`config.mk`:
```
export PLATFORM = sky130hd
export DESIGN_NAME = hsv_to_rgb_converter_unit
export DESIGN_NICKNAME = d
export VERILOG_FILES = /design/src/hsvrgb_pkg.sv /design/src/hsv_to_rgb_converter_unit.sv /design/src/hsvrgb_recip_div.sv
export SDC_FILE = /design/constraint.sdc
export NUM_CORES = 2
export LEC_CHECK = 0
export ABC_CLOCK_PERIOD_IN_PS = 7820
export BUFFER_PORTS_ARGS = -buffer_cell sky130_fd_sc_hd__buf_4
export CAP_MARGIN = 20
export CORE_ASPECT_RATIO = 1.1
export CORE_MARGIN = 10
export CORE_UTILIZATION = 50
export CTS_CLUSTER_SIZE = 40
export DETAILED_ROUTE_END_ITERATION = 10
export GPL_ROUTABILITY_DRIVEN = 0
export PLACE_DENSITY = 0.69
export REMOVE_ABC_BUFFERS = 1
export SLEW_MARGIN = 20
export SYNTH_ARGS = -nofsm -noshare
export SYNTH_HDL_FRONTEND = slang
export SYNTH_SLANG_ARGS = --single-unit
export TNS_END_PERCENT = 30
```
`constraint.sdc`:
```
create_clock -name clk -period 7.82 [get_ports clk]
set_input_delay 1.564 -clock clk [delete_from_list [all_inputs] [get_ports clk]]
set_output_delay 1.564 -clock clk [all_outputs]
set_load 0.005 [all_outputs]
```
`src/hsvrgb_pkg.sv`:
```
// ----------------------------------------------------------------------------
// hsvrgb_pkg
// shared widths, constants and types of the hsv to rgb converter
// ----------------------------------------------------------------------------
package hsvrgb_pkg;

  // hue resolution: one degree is 2^HUE_FRAC_BITS hue units
  localparam int HUE_FRAC_BITS = 6;

  localparam int HUE_W  = 15;
  localparam int BYTE_W = 8;
  localparam int SV_W   = 2 * BYTE_W;

  // one 60 degree sector in hue units, written as 15 << SEC_SHIFT
  localparam int SEC_SHIFT    = HUE_FRAC_BITS + 2;
  localparam int SECTOR_UNITS = 60 << HUE_FRAC_BITS;
  localparam int SEC_HI_W     = HUE_W - SEC_SHIFT;

  // two sectors are 15 << MOD_SHIFT, the position inside them is {mod15, low bits}
  localparam int MOD_SHIFT = HUE_FRAC_BITS + 3;
  localparam int POS_W     = MOD_SHIFT + 4;
  localparam int DIST_W    = $clog2(SECTOR_UNITS + 1);
  localparam int PROD_W    = SV_W + DIST_W;

  // every channel ends as floor(q / DIVISOR) with q below 2^QW
  localparam int DIVISOR     = 255 * 15;
  localparam int QW          = 20;
  localparam int RECIP_SHIFT = 32;
  localparam longint unsigned RECIP = (64'd1 << RECIP_SHIFT) / DIVISOR;
  localparam int RECIP_W     = $clog2(RECIP + 1);

  // 60 degree sectors, red to yellow first
  typedef enum logic [2:0] {
    SEC_R_Y = 3'd0,
    SEC_Y_G = 3'd1,
    SEC_G_C = 3'd2,
    SEC_C_B = 3'd3,
    SEC_B_M = 3'd4,
    SEC_M_R = 3'd5
  } sector_t;

endpackage

```
`src/hsv_to_rgb_converter_unit.sv`:
```
// ----------------------------------------------------------------------------
// hsv_to_rgb_converter_unit
// pixel rate hsv to rgb conversion with alpha pass-through
// ----------------------------------------------------------------------------
// usage:
//   input channel in_*: hue in 1/64 degree units, saturation and brightness
//   as fractions of 255, alpha byte. result channel out_*: red, green, blue
//   bytes, each floor(255 * (component + m)), and the alpha byte unchanged.
//   both channels move an item at an edge with valid high and stall low.
//   path: an accepted item is registered in stages 1 to 4 and then in the
//   output register, which drives out_valid.
//   throughput: one item per cycle while out_stall is low; every stage holds
//   its own valid bit, so an empty stage takes an item while the output stalls.
//   when out_stall holds, items pack into the five stages; in_stall rises
//   only once all of them are full and the output still waits.
//   reset (rst_n low, synchronous) empties every stage; payload registers
//   are not cleared and are ignored until valid.
//   stages: hue sector and triangle distance, s*v products, numerator
//   build, reciprocal multiply, correction plus channel placement.
// ----------------------------------------------------------------------------
module hsv_to_rgb_converter_unit
  import hsvrgb_pkg::*;
(
  input  logic              clk,
  input  logic              rst_n,
  input  logic              in_valid,
  output logic              in_stall,
  input  logic [HUE_W-1:0]  in_hue,
  input  logic [BYTE_W-1:0] in_saturation,
  input  logic [BYTE_W-1:0] in_brightness,
  input  logic [BYTE_W-1:0] in_alpha_in,
  output logic              out_valid,
  input  logic              out_stall,
  output logic [BYTE_W-1:0] out_red,
  output logic [BYTE_W-1:0] out_green,
  output logic [BYTE_W-1:0] out_blue,
  output logic [BYTE_W-1:0] out_alpha_out
);

  // stage enables, each stage moves when empty or when the next one moves
  logic en1, en2, en3, en4, en_out;

  logic v1_r, v2_r, v3_r, v4_r, out_valid_r;

  // ---------------- stage 1: sector, distance to sector edge, s*v
  logic [SEC_HI_W-1:0] hue_sec;
  logic [2:0]          sec_cnt;
  logic [11:0]         hue_hi;
  logic [5:0]          nib_sum;
  logic [3:0]          mod15;
  logic [POS_W-1:0]    pos;
  logic [DIST_W-1:0]   dist_nxt;
  logic [SV_W-1:0]     sv_nxt;

  sector_t           sec1_r;
  logic [DIST_W-1:0] dist1_r;
  logic [SV_W-1:0]   sv1_r;
  logic [BYTE_W-1:0] val1_r, alpha1_r;

  // sector index, count of whole sectors below the hue, stops at the last one
  always_comb begin
    hue_sec = in_hue[HUE_W-1:SEC_SHIFT];
    sec_cnt = 3'd0;
    for (int i = 1; i <= 5; i++) begin
      sec_cnt = sec_cnt + 3'(32'(hue_sec) >= 32'(15 * i));
    end
  end

  // hue mod two sectors: 16 is 1 mod 15, so the nibble sum keeps the residue
  always_comb begin
    hue_hi  = 12'(in_hue >> MOD_SHIFT);
    nib_sum = 6'(hue_hi[3:0]) + 6'(hue_hi[7:4]) + 6'(hue_hi[11:8]);
    if (nib_sum >= 6'd45) begin
      mod15 = 4'(nib_sum - 6'd45);
    end else if (nib_sum >= 6'd30) begin
      mod15 = 4'(nib_sum - 6'd30);
    end else if (nib_sum >= 6'd15) begin
      mod15 = 4'(nib_sum - 6'd15);
    end else begin
      mod15 = 4'(nib_sum);
    end
    pos = {mod15, in_hue[MOD_SHIFT-1:0]};
    if (pos >= POS_W'(SECTOR_UNITS)) begin
      dist_nxt = DIST_W'(pos - POS_W'(SECTOR_UNITS));
    end else begin
      dist_nxt = DIST_W'(POS_W'(SECTOR_UNITS) - pos);
    end
  end

  assign sv_nxt = SV_W'(in_saturation) * SV_W'(in_brightness);

  always_ff @(posedge clk) begin
    if (en1) begin
      sec1_r   <= sector_t'(sec_cnt);
      dist1_r  <= dist_nxt;
      sv1_r    <= sv_nxt;
      val1_r   <= in_brightness;
      alpha1_r <= in_alpha_in;
    end
  end

  // ---------------- stage 2: s*v*dist and the numerator of the zero channel
  logic [PROD_W-1:0] prod_nxt;
  logic [SV_W-1:0]   base_nxt;

  sector_t           sec2_r;
  logic [PROD_W-1:0] prod2_r;
  logic [SV_W-1:0]   base2_r;
  logic [BYTE_W-1:0] val2_r, alpha2_r;

  assign prod_nxt = PROD_W'(sv1_r) * PROD_W'(dist1_r);
  // 255*v - s*v, never negative
  assign base_nxt = SV_W'({val1_r, 8'h00}) - SV_W'(val1_r) - sv1_r;

  always_ff @(posedge clk) begin
    if (en2) begin
      sec2_r   <= sec1_r;
      prod2_r  <= prod_nxt;
      base2_r  <= base_nxt;
      val2_r   <= val1_r;
      alpha2_r <= alpha1_r;
    end
  end

  // ---------------- stage 3: numerators over the divisor
  // x channel: floor((255*v*D - s*v*dist) / 2^SEC_SHIFT) = 3825*v - ceil(s*v*dist / 2^SEC_SHIFT)
  logic [PROD_W:0] prod_up;
  logic [QW-1:0]   qx_nxt, q0_nxt;

  sector_t           sec3_r;
  logic [QW-1:0]     qx3_r, q03_r;
  logic [BYTE_W-1:0] val3_r, alpha3_r;

  assign prod_up = (PROD_W+1)'(prod2_r) + (PROD_W+1)'((1 << SEC_SHIFT) - 1);
  assign qx_nxt  = QW'(val2_r) * QW'(DIVISOR) - QW'(prod_up >> SEC_SHIFT);
  assign q0_nxt  = QW'(base2_r) * QW'(15);

  always_ff @(posedge clk) begin
    if (en3) begin
      sec3_r   <= sec2_r;
      qx3_r    <= qx_nxt;
      q03_r    <= q0_nxt;
      val3_r   <= val2_r;
      alpha3_r <= alpha2_r;
    end
  end

  // ---------------- stage 4: divide both numerators
  logic [BYTE_W-1:0] x_byte, z_byte;

  sector_t           sec4_r;
  logic [BYTE_W-1:0] val4_r, alpha4_r;

  hsvrgb_recip_div u_div_x (
    .clk      (clk),
    .en       (en4),
    .dividend (qx3_r),
    .quotient (x_byte)
  );

  hsvrgb_recip_div u_div_zero (
    .clk      (clk),
    .en       (en4),
    .dividend (q03_r),
    .quotient (z_byte)
  );

  always_ff @(posedge clk) begin
    if (en4) begin
      sec4_r   <= sec3_r;
      val4_r   <= val3_r;
      alpha4_r <= alpha3_r;
    end
  end

  // ---------------- output stage: place chroma (= v), x and zero by sector
  logic [BYTE_W-1:0] red_nxt, green_nxt, blue_nxt;
  logic [BYTE_W-1:0] red_r, green_r, blue_r, alpha_r;

  always_comb begin
    case (sec4_r)
      SEC_R_Y: begin
        red_nxt = val4_r;  green_nxt = x_byte;  blue_nxt = z_byte;
      end
      SEC_Y_G: begin
        red_nxt = x_byte;  green_nxt = val4_r;  blue_nxt = z_byte;
      end
      SEC_G_C: begin
        red_nxt = z_byte;  green_nxt = val4_r;  blue_nxt = x_byte;
      end
      SEC_C_B: begin
        red_nxt = z_byte;  green_nxt = x_byte;  blue_nxt = val4_r;
      end
      SEC_B_M: begin
        red_nxt = x_byte;  green_nxt = z_byte;  blue_nxt = val4_r;
      end
      default: begin
        red_nxt = val4_r;  green_nxt = z_byte;  blue_nxt = x_byte;
      end
    endcase
  end

  always_ff @(posedge clk) begin
    if (en_out) begin
      red_r   <= red_nxt;
      green_r <= green_nxt;
      blue_r  <= blue_nxt;
      alpha_r <= alpha4_r;
    end
  end

  // ---------------- valid bits and stall chain
  assign en_out = !out_valid_r || !out_stall;
  assign en4    = !v4_r || en_out;
  assign en3    = !v3_r || en4;
  assign en2    = !v2_r || en3;
  assign en1    = !v1_r || en2;

  always_ff @(posedge clk) begin
    if (!rst_n) begin
      v1_r        <= 1'b0;
      v2_r        <= 1'b0;
      v3_r        <= 1'b0;
      v4_r        <= 1'b0;
      out_valid_r <= 1'b0;
    end else begin
      if (en1)    v1_r        <= in_valid;
      if (en2)    v2_r        <= v1_r;
      if (en3)    v3_r        <= v2_r;
      if (en4)    v4_r        <= v3_r;
      if (en_out) out_valid_r <= v4_r;
    end
  end

  assign in_stall      = !en1;
  assign out_valid     = out_valid_r;
  assign out_red       = red_r;
  assign out_green     = green_r;
  assign out_blue      = blue_r;
  assign out_alpha_out = alpha_r;

  // ---------------- checks
  // an empty first stage always takes an item
  a_take_when_empty: assert property (@(posedge clk) disable iff (!rst_n)
    !v1_r |-> !in_stall)
    else $error("input stalled with first stage empty");

  // full pipeline behind a stalled output must push back
  a_full_pushback: assert property (@(posedge clk) disable iff (!rst_n)
    (out_valid_r && out_stall && v1_r && v2_r && v3_r && v4_r) |-> in_stall)
    else $error("input accepted with every stage full");

  // sector count never passes the last sector
  a_sector_range: assert property (@(posedge clk) disable iff (!rst_n)
    v1_r |-> (sec1_r <= SEC_M_R))
    else $error("sector index out of range");

  // zero channel <= x channel <= chroma channel
  a_channel_order: assert property (@(posedge clk) disable iff (!rst_n)
    v4_r |-> ((z_byte <= x_byte) && (x_byte <= val4_r)))
    else $error("channel ordering broken after divide");

endmodule

```
`src/hsvrgb_recip_div.sv`:
```
// ----------------------------------------------------------------------------
// hsvrgb_recip_div
// two stage divide by the channel divisor: registered reciprocal product,
// then one compare and correct on the remainder
// ----------------------------------------------------------------------------
module hsvrgb_recip_div
  import hsvrgb_pkg::*;
(
  input  logic              clk,
  input  logic              en,
  input  logic [QW-1:0]     dividend,
  output logic [BYTE_W-1:0] quotient
);

  localparam int MUL_W = QW + RECIP_W;

  logic [MUL_W-1:0]  mul;
  logic [BYTE_W-1:0] est_r;
  logic [QW-1:0]     dvd_r;
  logic [QW-1:0]     back;
  logic [QW-1:0]     rem;

  // estimate is the true quotient or one below it
  assign mul = MUL_W'(dividend) * MUL_W'(RECIP);

  always_ff @(posedge clk) begin
    if (en) begin
      est_r <= mul[RECIP_SHIFT +: BYTE_W];
      dvd_r <= dividend;
    end
  end

  assign back     = QW'(est_r) * QW'(DIVISOR);
  assign rem      = dvd_r - back;
  assign quotient = est_r + BYTE_W'(rem >= QW'(DIVISOR));

endmodule

```
==> reports/metrics.cfg <==
[sta]
setup_slack_ps = 1260
setup_tns_ps = 0
clock_skew_ps = 29.8
rsz0062_at_grt = no
holdWs_ps = 392
slew_headroom = 0.336
max_clock_freq_mhz = 153
setup_viol = 0
tightestPinTransition_ps = 996
min_period_over_period = 0.838
timing.final.hold_violations = 0
period_needed_ps = 6560
drv_slew = 0

[cells_and_area]
nets = 5015
fill_cells = 6683
drive_gt1_frac = 0.0454
final_common_cell = inv_1
final_cell_mix = inv_1 (835), ha_1 (711), fa_1 (495)
antenna_cells = 0
area_growth_pct = 7.37

[clocking]
cts_made_buffers = 34
clk_pin_slew_ps = 60
cts_sinks = 281
holdBufCountCts = 0
h-tree-depth = 2
cts_resized = 0
post_cts_buffers = 0
tritoncts = built
clock_latency_ps = 560
clock_path_buffers = 3
clock-root-buffer = clkbuf_16

[logic_synthesis]
ys_warn_count = 0
synth_area_sq_um = 38400
synthFlopType = edfxtp_1
ys_seq_elements = 281
synth.largest_area_cell = fa_1
yosysSeqAreaShare = 0.218
ys_top_cells_by_area = fa_1 (26%), ha_1 (23%), edfxtp_1 (22%), inv_1 (8.2%), xnor2_1 (2.6%)
synth.avg_cell_area_sq_um = 10.4
synth_top_area_share = 0.258
ys_types = 71
synth_edf_count = 276
postSynth.asyncResetShare = 0
synthCells = 3701

[critical_path]
endpoint_kind = register
slowest_delay_ps = 580
cp_common_cell = fa_1
cp-start-kind = register
worstPathArrival_ps = 6860
crit_path_top_delay_cell = fa_1
critPathMaxFanout = 6
path_cells = ha_1, inv_1, fa_1, fa_1, inv_1, fa_1, inv_1, fa_1, fa_1, fa_1, ha_1, a21o_1, a21o_1, a21oi_1, nand3_1, o211ai_1, a211oi_1, a2111oi_0, nor3_1, xnor2_1
critPathKind = reg -> reg
cp.required_ps = 8120

[floorplanning]
io_pins = 77
die_area_sq_um = 88300
initial_core_util = 0.505
fp.coreArea_sq_um = 76100
die_h_microns = 311
rows = 106
dieWidth_microns = 284

[place]
post-dp-hpwl_microns = 63300
pre_cts_ws_ps = 1230
port_buffers = 76

[global_route]
grt_pass1_wl_microns = 131000
grt_max_degree = 76
track_usage = 0.178
grt_antenna_before_repair = 0
gr-total-overflow = 0
grt_pass1_vias = 26394

[route]
via_per_inst = 5.20
drtAntennaViolNets = 0
drc = 0
initialDrtViolationCount = 1297
drt_first_pass_iters = 5
wire_per_inst_microns = 15.9
routed_wl_microns = 76600
vias = 25023

[flow_run]
maxCapViolations = 0

[status]
status = complete, no violations

[worst_hold_path]
hold_class = reg -> reg

stage by stage:
stage                     area [sq um]  utilization  std cells
after detailed placement         40100        0.527       4756
after CTS                        41300        0.542       4816
after global placement           40100        0.527       4756
after floorplan                  38200            -       3649
after global routing             41300        0.542       4816
final                            41300        0.542       4816
synth_stat cells, drive strengths merged (8+ instances only):
| cell type | number |
|---|---|
| a211oi | 17 |
| a21boi | 9 |
| a21o | 49 |
| a21oi | 125 |
| a31oi | 18 |
| and2 | 115 |
| and3 | 19 |
| clkbuf | 49 |
| edfxtp | 276 |
| fa | 495 |
| ha | 711 |
| inv | 837 |
| nand2 | 263 |
| nand2b | 27 |
| nand3 | 50 |
| nand4 | 21 |
| nor2 | 102 |
| nor2b | 18 |
| nor3 | 35 |
| nor4 | 8 |
| o2111ai | 8 |
| o211ai | 20 |
| o21a | 19 |
| o21ai | 90 |
| o21bai | 8 |
| o22ai | 13 |
| o31ai | 10 |
| or2 | 16 |
| or3 | 16 |
| xnor2 | 116 |
| xor2 | 43 |
flip-flops by register name, summed over array words and instances (netlist names), 12 cells and up:
register          cells
base2_r              16
dist1_r              12
prod2_r              28
q03_r                20
qx3_r                20
sv1_r                16
u_div_x.dvd_r        20
u_div_zero.dvd_r     20
critical path: cells and delay by family (launching register included):
| kind | cells | cell delay (ps) |
|---|---|---|
| flops | 1 | 510 |
| xor+xnor | 1 | 150 |
| compound gates | 6 | 1520 |
| buf+inv | 3 | 180 |
| fa+ha+maj | 8 | 3690 |
| simple gates | 2 | 250 |
kinds of logic (layout without fill, tap and decap cells):
logic type	after synthesis	after routing	share of synthesized area
AO/OA/AOI/OAI	449	449	0.0763
XOR/XNOR	159	159	0.0362
adder cells (fa/ha/maj)	1206	1206	0.489
buffers and inverters	889	978	0.0869
flip-flops	281	281	0.218
multiplexers	12	12	0.00361
AND/OR/NAND/NOR	705	705	0.0891
worst paths after layout:
check        cells after the start  slack [ps]                       endpoint                  start
min reg2reg                      0         390          alpha2_r[0]$_DFFE_PP_  alpha1_r[0]$_DFFE_PN_
max                             20        1260  u_div_zero.est_r[7]$_DFFE_PP_    q03_r[19]$_DFFE_PP_
max reg2reg                     20        1260  u_div_zero.est_r[7]$_DFFE_PP_    q03_r[19]$_DFFE_PP_
min                              0         390          alpha2_r[0]$_DFFE_PP_  alpha1_r[0]$_DFFE_PN_
metal layers:
layer  track usage  share of wire
met5             0              0
met1         0.240           0.46
met3        0.0193          0.038
met4        0.0449          0.023
met2         0.302           0.48
layout make-up:
class | count | area, sq um | share of cell area
Multi-Input combinational cell | 2531 | 26700 | 0.648
Sequential cell | 281 | 8390 | 0.203
Inverter | 837 | 3140 | 0.0762
Tap cell | 1026 | 1280 | 0.0311
Clock buffer | 39 | 870 | 0.0211
Timing Repair Buffer | 81 | 608 | 0.0147
Clock inverter | 21 | 246 | 0.00598
Power is not shown: default switching activity piles up to over one toggle a cycle in this logic, so the estimate is an artifact.
